### src/rtl/pidd_pkg.sv
// Shared types and constants for the deadband PID core.
// No dependencies; compiled first.
package pidd_pkg;

	localparam int unsigned SAMPLE_SHIFT = 7;

	localparam int unsigned DATA_W = 32;
	localparam int unsigned GAIN_W = 31;
	localparam int unsigned ALPHA_W = 17;
	localparam int unsigned FRAC_W = 16;
	localparam int unsigned PROD_W = 64;

	// APB map: 8 registers at 4-byte stride
	localparam int unsigned ADDR_W = 5;
	localparam int unsigned APB_DATA_W = 32;

	typedef logic signed [DATA_W-1:0] q16_t;
	typedef logic [GAIN_W-1:0] gain_t;
	typedef logic [ALPHA_W-1:0] alpha_t;
	typedef logic signed [PROD_W-1:0] prod_t;

	localparam alpha_t ONE_Q16 = 17'h10000;
	localparam q16_t Q_MAX = 32'sh7FFF_FFFF;
	localparam q16_t Q_MIN = -32'sh7FFF_FFFF - 32'sh1;

	localparam gain_t RST_DEAD_BAND = 31'd131072;
	localparam gain_t RST_INT_BAND = 31'd655360;
	localparam gain_t RST_INT_LIMIT = 31'd655360;
	localparam gain_t RST_OUT_LIMIT = 31'd1310720;
	localparam alpha_t RST_ALPHA = 17'd6554;

	typedef enum logic [2:0] {
		REG_KP = 3'd0,
		REG_KI = 3'd1,
		REG_KD = 3'd2,
		REG_DEAD_BAND = 3'd3,
		REG_INT_BAND = 3'd4,
		REG_INT_LIMIT = 3'd5,
		REG_OUT_LIMIT = 3'd6,
		REG_ALPHA = 3'd7
	} reg_idx_t;

	typedef struct packed {
		gain_t kp;
		gain_t ki;
		gain_t kd;
		gain_t dead_band;
		gain_t integral_band;
		gain_t integral_limit;
		gain_t output_limit;
		alpha_t deriv_alpha;
	} cfg_t;

endpackage

### src/rtl/pidd_mul.sv
// Shared 32x32 signed multiplier with registered product.
// Depends on pidd_pkg.
module pidd_mul (
	input  logic          clk,
	input  pidd_pkg::q16_t a,
	input  pidd_pkg::q16_t b,
	output pidd_pkg::prod_t prod
);
	import pidd_pkg::*;

	prod_t prod_q;

	always_ff @(posedge clk) begin
		prod_q <= PROD_W'(a) * PROD_W'(b);
	end

	assign prod = prod_q;
endmodule

### config.mk
export PLATFORM = sky130hd
export DESIGN_NAME = pidd_mul
export DESIGN_NICKNAME = d
export VERILOG_FILES = /design/src/rtl/pidd_pkg.sv /design/src/rtl/pidd_mul.sv
export SDC_FILE = /design/constraint.sdc
export NUM_CORES = 2
export LEC_CHECK = 0
export BUFFER_PORTS_ARGS = -buffer_cell sky130_fd_sc_hd__clkbuf_2
export CORE_MARGIN = 8
export CORE_UTILIZATION = 60
export CTS_BUF_LIST = sky130_fd_sc_hd__clkbuf_16
export DETAILED_ROUTE_END_ITERATION = 7
export GPL_TIMING_DRIVEN = 1
export PLACE_DENSITY_LB_ADDON = 0.08
export SYNTH_ARGS = -nofsm -noshare
export SYNTH_HDL_FRONTEND = slang
export SYNTH_SLANG_ARGS = --single-unit
### constraint.sdc
create_clock -name clk -period 13 [get_ports clk]
set_clock_uncertainty 0.15 [all_clocks]
set_input_delay 1.3 -clock clk [delete_from_list [all_inputs] [get_ports clk]]
set_output_delay 1.3 -clock clk [all_outputs]
set_load 0.1 [all_outputs]
==> impl_results.rst <==
.. list-table::
   :header-rows: 1

   * - Metric
     - Value
   * - Max Clk Rate
     - 97.3 MHz
   * - Post-layout min period
     - 10270 ps
   * - Max Cap Viol
     - 0
   * - Vias in the first global route
     - 28809
   * - Floorplan core area
     - 61600 µm²
   * - Largest net degree at the start of global routing
     - 33
   * - Residual overflow from global routing
     - 0
   * - Most area-hungry cell type in the Yosys netlist
     - fa_1
   * - Share of the synthesized area in the top cell type
     - 0.582
   * - Commonest cells after routing, fill and taps aside
     - fa_1 (1082), inv_1 (953), and2_1 (516), nand2_1 (511), ha_1 (184)
   * - First-pass GRT wire length
     - 161000 µm
   * - Die Y-Extent
     - 265 µm
   * - Most frequent cell on the critical path
     - fa_1
   * - Total wire length after detailed routing
     - 99100 µm
   * - Total iterations of the first detailed-routing run
     - 5
   * - Path class of the lowest-slack min-delay path
     - primary input to flop
   * - Average cell area after synthesis
     - 9.59 µm²
   * - Slew Limit Fails
     - 0
   * - CTS tree
     - done
   * - Number of top-level design ports
     - 129
   * - Worst-path clk slew
     - 70 ps
   * - Clock net sink count
     - 64
   * - Number of nets in the synthesized netlist
     - 5215
   * - Ratio of final minimum period to clock period
     - 0.790
   * - Count of nets left with antenna violations after detail routing
     - 0
   * - Hold buffer count at CTS
     - 0
   * - Critical path arrival
     - 10450 ps
   * - Post-CTS Setup Repair Bufs
     - 0
   * - Setup violations, final
     - 0
   * - Unrepaired setup endpoints after global routing
     - no
   * - Antenna violations before repair
     - 2
   * - Share of flip-flops with an asynchronous set or reset
     - 0
   * - CTS Buf Count
     - 9
   * - Total number of H-tree levels
     - 3
   * - Synthesis warning total
     - 0
   * - Root Driver
     - clkbuf_16
   * - Final-stage net count
     - 5181
   * - Critical path's largest stage delay
     - 900 ps
   * - EDFF count, synth
     - 0
   * - Element type at the critical path start
     - primary input
   * - Worst-Margin Slew
     - 1060 ps
   * - Sequential-to-total area share from yosys stat
     - 0.0344
   * - Starting density of the core
     - 0.605
   * - Worst-case headroom to the max-slew limit
     - 0.293
   * - Max FFs per register
     - 64
   * - First element of the critical path
     - b[6]
   * - Die width
     - 265 µm
   * - Gate Count Post-Synth
     - 3884
   * - Prevailing post-synth register cell
     - dfxtp_1
   * - Setup tns final
     - 0 ps
   * - Via density per instance
     - 5.46
   * - Element type at the critical path end
     - flop
   * - Slowest stage cell on the critical path
     - fa_1
   * - Mean routed wirelength per cell
     - 21.1 µm
   * - Quantity of gates resized following cts
     - 0
   * - Worst min-delay path startpoint
     - b[0]
   * - Share of layout cells above drive strength 1
     - 0.0501
   * - Area of the die
     - 70300 µm²
   * - Synthesized area
     - 37200 µm²
   * - Iteration-0 DRC Markers
     - 1407
   * - Relative area change from synthesis to final layout
     - 3.83%
   * - Critical path fanouts, max
     - 32
   * - Routability-driven placement congestion ratio
     - 0.919
   * - Outcome
     - completed
   * - Longest Clk Path Bufs
     - 2
   * - Type of the setup path with the least slack
     - primary input to flop
   * - Most common cell after layout, fill and taps aside
     - fa_1
   * - Via count
     - 25613
   * - Top area cells in the synthesized netlist
     - fa_1 (58%), inv_1 (9.6%), and2_1 (8.7%)
   * - Total of flip-flops plus latches after synthesis
     - 64
   * - Remaining DRCs
     - 0
   * - Final Hold Fails
     - 0
   * - Port buffer count
     - 128
   * - Count of unique library cells instantiated by Yosys
     - 63
   * - Number of buffers and inverters on the critical path
     - 8
   * - Overall routing resource usage
     - 0.298
   * - Required arrival time at the worst endpoint
     - 13180 ps
   * - Number of cell rows
     - 91
   * - Dpl hpwl
     - 79200 µm
   * - Cell family with the largest share of critical-path delay
     - adder cells
cells in the mapped netlist, types with 2 or more instances:
cell type,count
nand3_1,15
nor2b_1,3
nand2b_1,9
and2_1,516
nor2_1,42
xnor2_1,53
o211ai_1,3
buf_1,2
ha_1,184
inv_1,952
o21ai_2,2
and3_1,7
nor3_1,6
a21oi_1,68
nand2_1,511
and4_1,3
fa_1,1082
dfxtp_1,64
a211oi_2,3
clkbuf_1,195
buf_2,3
a21boi_0,3
xor2_1,22
o22a_1,2
or3_1,4
a21o_2,2
o31ai_1,6
o21a_1,4
a21o_1,23
nand4_1,7
o21ai_0,28
o21bai_1,15
a211oi_1,4
a31oi_1,12
metrics by stage:
stage / cell area [µm²] / setup slack (ps) / cells / util / hold WS (ps)
after floorplan: 37200 / 4290 / 3884 / - / 1280
after global placement: 38400 / 2460 / 4676 / 0.623 / 1780
after detailed placement: 38400 / 2390 / 4676 / 0.623 / 1780
after CTS: 38700 / 2760 / 4692 / 0.628 / 1530
after global routing: 38700 / 2300 / 4692 / 0.628 / 1570
final: 38700 / 2730 / 4693 / 0.628 / 1540
layout make-up:
cell class	instances	area (µm²)
multi-input cells	2668	31600
fillers	5340	22900
inverters	952	3570
flip-flops and latches	64	1280
well taps	837	1050
repair buffers	155	843
clock buffers	9	225
clock inverters	7	63.8
diodes	1	2.50
path summary, 6_finish.rpt:
check / end / slack (ps) / depth (start not counted)
worst max-delay path: prod[62] / 2730 / 25
worst min-delay path: prod[0] / 1540 / 2
cells by family (layout without fill, tap and decap cells):
kind of cell             Yosys count  in the layout  share of synthesized area
other                              0              1                          0
buffers and inverters           1152           1123                      0.116
flip-flops                        64             64                     0.0344
adder cells (fa/ha/maj)         1266           1266                      0.643
AND/OR/NAND/NOR                 1134           1134                      0.154
XOR/XNOR                          75             75                     0.0176
AO/OA/AOI/OAI                    193            193                     0.0346
layer usage:
metal / vias to the layer above / global-route usage / wire [µm]
li1: 10970 / - / -
met1: 13542 / 0.383 / 38900
met2: 873 / 0.508 / 50000
met3: 226 / 0.0433 / 5860
met4: 2 / 0.121 / 4340
met5: - / 0 / 13
Power is left out: the tool's default activity adds up to more than one toggle a clock period on the data nets, which glitch-free logic cannot reach.
