$ cat config.mk
export PLATFORM = sky130hd
export DESIGN_NAME = pidd_regs
export DESIGN_NICKNAME = d
export VERILOG_FILES = /design/src/rtl/pidd_pkg.sv /design/src/rtl/pidd_regs.sv
export SDC_FILE = /design/constraint.sdc
export NUM_CORES = 1
export LEC_CHECK = 0
export BUFFER_PORTS_ARGS = -buffer_cell sky130_fd_sc_hd__buf_2
export CAP_MARGIN = 20
export CORE_ASPECT_RATIO = 0.7
export CORE_MARGIN = 1
export CORE_UTILIZATION = 52
export DETAILED_ROUTE_END_ITERATION = 10
export GPL_TIMING_DRIVEN = 1
export PLACE_DENSITY = 0.8
export REMOVE_ABC_BUFFERS = 1
export SLEW_MARGIN = 20
export SYNTH_ARGS = -nofsm -noshare
export SYNTH_HDL_FRONTEND = slang
export SYNTH_SLANG_ARGS = --single-unit
$ cat constraint.sdc
create_clock -name clk -period 1.5 [get_ports clk]
set_input_delay 0.15 -clock clk [delete_from_list [all_inputs] [get_ports clk]]
set_output_delay 0.15 -clock clk [all_outputs]
set_load 0.01 [all_outputs]
$ cat src/rtl/pidd_pkg.sv
// Shared types and constants for the deadband PID core.
// No dependencies; compiled first.
package pidd_pkg;

	localparam int unsigned SAMPLE_SHIFT = 7;

	localparam int unsigned DATA_W = 32;
	localparam int unsigned GAIN_W = 31;
	localparam int unsigned ALPHA_W = 17;
	localparam int unsigned FRAC_W = 16;
	localparam int unsigned PROD_W = 64;

	// APB map: 8 registers at 4-byte stride
	localparam int unsigned ADDR_W = 5;
	localparam int unsigned APB_DATA_W = 32;

	typedef logic signed [DATA_W-1:0] q16_t;
	typedef logic [GAIN_W-1:0] gain_t;
	typedef logic [ALPHA_W-1:0] alpha_t;
	typedef logic signed [PROD_W-1:0] prod_t;

	localparam alpha_t ONE_Q16 = 17'h10000;
	localparam q16_t Q_MAX = 32'sh7FFF_FFFF;
	localparam q16_t Q_MIN = -32'sh7FFF_FFFF - 32'sh1;

	localparam gain_t RST_DEAD_BAND = 31'd131072;
	localparam gain_t RST_INT_BAND = 31'd655360;
	localparam gain_t RST_INT_LIMIT = 31'd655360;
	localparam gain_t RST_OUT_LIMIT = 31'd1310720;
	localparam alpha_t RST_ALPHA = 17'd6554;

	typedef enum logic [2:0] {
		REG_KP = 3'd0,
		REG_KI = 3'd1,
		REG_KD = 3'd2,
		REG_DEAD_BAND = 3'd3,
		REG_INT_BAND = 3'd4,
		REG_INT_LIMIT = 3'd5,
		REG_OUT_LIMIT = 3'd6,
		REG_ALPHA = 3'd7
	} reg_idx_t;

	typedef struct packed {
		gain_t kp;
		gain_t ki;
		gain_t kd;
		gain_t dead_band;
		gain_t integral_band;
		gain_t integral_limit;
		gain_t output_limit;
		alpha_t deriv_alpha;
	} cfg_t;

endpackage

$ cat src/rtl/pidd_regs.sv
// APB configuration registers of the PID core.
// Depends on pidd_pkg.
module pidd_regs (
	input  logic                          clk,
	input  logic                          arst_n,
	input  logic                          psel,
	input  logic                          penable,
	input  logic                          pwrite,
	input  logic [pidd_pkg::ADDR_W-1:0]   paddr,
	input  logic [pidd_pkg::APB_DATA_W-1:0] pwdata,
	output logic [pidd_pkg::APB_DATA_W-1:0] prdata,
	output logic                          pready,
	output pidd_pkg::cfg_t                cfg
);
	import pidd_pkg::*;

	cfg_t cfg_q;
	reg_idx_t idx;
	logic wr_en;

	assign idx = reg_idx_t'(paddr[ADDR_W-1:2]);
	assign wr_en = psel && penable && pwrite;
	assign pready = 1'b1;

	always_ff @(posedge clk or negedge arst_n) begin
		if (!arst_n) begin
			cfg_q.kp <= '0;
			cfg_q.ki <= '0;
			cfg_q.kd <= '0;
			cfg_q.dead_band <= RST_DEAD_BAND;
			cfg_q.integral_band <= RST_INT_BAND;
			cfg_q.integral_limit <= RST_INT_LIMIT;
			cfg_q.output_limit <= RST_OUT_LIMIT;
			cfg_q.deriv_alpha <= RST_ALPHA;
		end else if (wr_en) begin
			case (idx)
				REG_KP:        cfg_q.kp <= pwdata[GAIN_W-1:0];
				REG_KI:        cfg_q.ki <= pwdata[GAIN_W-1:0];
				REG_KD:        cfg_q.kd <= pwdata[GAIN_W-1:0];
				REG_DEAD_BAND: cfg_q.dead_band <= pwdata[GAIN_W-1:0];
				REG_INT_BAND:  cfg_q.integral_band <= pwdata[GAIN_W-1:0];
				REG_INT_LIMIT: cfg_q.integral_limit <= pwdata[GAIN_W-1:0];
				REG_OUT_LIMIT: cfg_q.output_limit <= pwdata[GAIN_W-1:0];
				REG_ALPHA:     cfg_q.deriv_alpha <= pwdata[ALPHA_W-1:0];
				default: ;
			endcase
		end
	end

	always_comb begin
		case (idx)
			REG_KP:        prdata = APB_DATA_W'(cfg_q.kp);
			REG_KI:        prdata = APB_DATA_W'(cfg_q.ki);
			REG_KD:        prdata = APB_DATA_W'(cfg_q.kd);
			REG_DEAD_BAND: prdata = APB_DATA_W'(cfg_q.dead_band);
			REG_INT_BAND:  prdata = APB_DATA_W'(cfg_q.integral_band);
			REG_INT_LIMIT: prdata = APB_DATA_W'(cfg_q.integral_limit);
			REG_OUT_LIMIT: prdata = APB_DATA_W'(cfg_q.output_limit);
			REG_ALPHA:     prdata = APB_DATA_W'(cfg_q.deriv_alpha);
			default:       prdata = '0;
		endcase
	end

	assign cfg = cfg_q;
endmodule

==> results.yml <==
outcome:
  status: "complete, but fails checks"
  violations: "negative setup slack"
cells_and_area:
  fill_cells: 1266
  drive_gt1_frac: 0.639
  layout.cells.non_filler: 1523
  antennaDiodeCount: 0
  area_delta_synth_final_pct: 42.5
  largest_register_ffs: 234
  nets: 1277
  fin_util: 0.762
pwr:
  power.internal_mw: 14.7
  switching_power_mw: 6.33
  p_per_area_nw_per_um2: 1380
  pwr-share-clk: 0.301
  ir_drop_v: 0.000844
  pwr-share-seq: 0.410
  swShare: 0.302
  power_frac_comb: 0.289
  leakage_nw: 7.69
detailed_routing:
  first_iter_violations: 731
  viasPerCell: 5.80
  antenna_left: 0
  vias: 8840
  route.detailed.drc: 0
  wl_per_cell_um: 23.0
  drt_wl_total_mm: 35.0
  drtPass1Iterations: 5
timing:
  max_freq_mhz: 512
  slew_violations: 0
  period_needed_ns: 1.95
  fin_worst_skew_ns: 0
  finalSetupViolations: 31
  finalHoldViolCount: 0
  worst_hold_slack_ns: 0.0217
  period_share: 1.30
  finalSetupTns_ns: -7.38
  fin_ws_ns: -0.453
  rsz0062_at_grt: "true"
setup_path:
  critPathTopFamily: "multiplexers"
  reg2reg_to: "cfg[161]"
  worstPathMaxFanout: 2
  end_kind: "output pin"
  crit_type: "flop to output pin"
  critPathLaunch: "cfg[40]"
  max_stage_delay_ns: 0.49
  reg2reg_depth: 3
  worstReg2RegStart: "cfg[161]"
  cp.buffers_inverters: 1
  crit_cells: 3
  worst_setup_path_start_kind: "flop"
  worstPathRequired_ns: 1.35
  slowest_stage: "mux4_2"
  worstPathCellList: "mux4_2, mux2_4, buf_6"
  cp.arrival_ns: 1.80
  rrSetupSlack_ns: 0.47
  crit_end: "prdata[23]"
floorplanning:
  boundaryPins: 309
  rows: 43
  die_w_um: 173
  die_area_um2: 21100
  core_area_um2: 20000
  start_util: 0.535
  die_h_um: 122
cts:
  cts_tree: "done"
  h-tree-depth: 1
  cts-root-buf: "clkbuf_16"
  clk_path_buf_depth: 3
  clk_pin_slew_worst_paths_ns: 0.06
  clock-sinks: 234
  clk_latency_ns: 0.51
  cts_made_buffers: 24
logic_synthesis:
  synth.cell_area_um2: 10700
  synth.ff_latch_count: 234
  ys_seq_area_frac: 0.550
  netlist_instances: 760
  syn_avg_cell_area_um2: 14.0
  synthDistinctLibCells: 34
  yosysWarnings: 0
hold_path:
  hp-class: "input port to flop"
placement:
  globalplace.congestion: 0.894
  dp.final_hpwl_mm: 22.9
  io_buffers: 303
  dp.cells: 1356
global_route:
  grt_pass1_wl_mm: 53.4
  overflow: 0
  grt_usage: 0.331
  antenna_found_initial: 0
  grt_pass1_vias: 9095
  grt_max_degree: 55
flow_run:
  cap_viol_max_count: 0
[layout by cell type (no fill, tap or decap), drive strengths merged]
cell         netlist  layout
nand3b             1       1
clkinv             0       4
nand4              1       1
nand4b             1       1
mux2             235     235
mux4               8       8
a32oi              2       2
dlygate4sd3        0      31
buf               45     470
conb               2       2
nand2b             6       6
or3                1       1
bufinv             0       2
a221oi             6       6
nor2b              4       4
o21ai             12      12
a211oi            15      15
nor2              37      37
nand2             14      14
o21bai             1       1
inv                5       5
dfrtp            220     220
clkbuf             7      37
a21oi             16      16
mux2i             66      66
o22a              16      16
o22ai             16      16
nor3               2       2
clkinvlp           0       1
and2b              1       1
dfstp             14      14
a22o               6       6
[repair_timing]
| action | CTS | global route |
|---|---|---|
| gates cloned | 0 | 0 |
| hold buffers | 31 | 0 |
| setup buffers | 75 | 17 |
| resized for setup | 35 | 13 |
| setup endpoints to repair | 31 | 31 |
| pin swaps | 40 | 18 |
| hold endpoints to repair | 398 | 0 |
[cells in the mapped netlist, drive strengths merged]
library cell | number | area share
mux4 | 8 | 0.017
mux2 | 235 | 0.25
mux2i | 66 | 0.062
o21ai | 12 | 0.0056
a21oi | 16 | 0.0075
and2b | 1 | 0.00070
inv | 5 | 0.0018
dfstp | 14 | 0.034
a22o | 6 | 0.0049
a221oi | 6 | 0.0049
dfrtp | 220 | 0.52
clkbuf | 7 | 0.0025
nand2 | 14 | 0.0049
buf | 45 | 0.029
o22ai | 16 | 0.0094
nand4b | 1 | 0.00082
nand4 | 1 | 0.0012
nand2b | 6 | 0.0035
nor2b | 4 | 0.0023
o22a | 16 | 0.013
nand3b | 1 | 0.00070
or3 | 1 | 0.00059
nor2 | 37 | 0.014
conb | 2 | 0.00070
a32oi | 2 | 0.0016
a211oi | 15 | 0.011
nor3 | 2 | 0.0025
o21bai | 1 | 0.00070
[worst min-delay path, cell delays in order]
cell,delay [ns]
buf_2,0.16
nand2_1,0.07
o21ai_0,0.08
[layer usage]
layer	track usage	routed length (um)	up-vias
met5	0	0	-
met4	0.101	899	0
met3	0.0783	3070	98
met2	0.534	16400	513
met1	0.448	14600	4484
li1	-	-	3745
[worst min-delay path by stage]
stage,start,end,slack (ns),cells after the start
finish,pwdata[3],cfg[175],0.02,3
global route,pwdata[3],cfg[175],0.03,3
CTS,pwdata[3],cfg[175],0.006,3
detailed placement,arst_n,cfg[215],0.12,1
global placement,arst_n,cfg[215],0.12,1
floorplan,arst_n,cfg[0],-0.15,0
[logic make-up after synthesis]
logic type,synth area share
and+or+nand+nor,0.0312
muxes,0.327
AOI/OAI and AO/OA,0.0584
other,0.000703
DFF,0.550
buffers and inverters,0.0330
[power by group through the flow]
stage / Sequential [mW] / Clock (mW) / Combinational, mW
2_1_floorplan: 9.11 / 0 / 1.84
3_3_place_gp: 8.71 / 0 / 4.74
3_5_place_dp: 8.76 / 0 / 4.88
4_1_cts: 8.55 / 6.38 / 5.82
5_1_grt: 8.74 / 6.64 / 6.45
6_report: 8.61 / 6.32 / 6.06
[layout make-up]
type | count | area, um2 | area share
clock buffer | 37 | 761 | 0.0500
clock inverter | 7 | 91.3 | 0.00600
inverter | 5 | 18.8 | 0.00123
multi-input combinational | 469 | 4660 | 0.306
sequential | 234 | 5870 | 0.386
tap | 270 | 338 | 0.0222
timing repair buffer | 501 | 3470 | 0.228
[metrics by stage]
| step | area, um2 | total power [mW] | setup WS, ns |
|---|---|---|---|
| 2_1_floorplan | 10300 | 11.0 | -0.933 |
| 4_1_cts | 15000 | 20.7 | -0.467 |
| 5_1_grt | 15200 | 21.8 | -0.492 |
| 6_report | 15200 | 21.0 | -0.453 |
| 3_5_place_dp | 13200 | 13.6 | -0.280 |
| 3_3_place_gp | 13200 | 13.4 | -0.262 |
No activity file was read; power rests on OpenSTA's default activity.
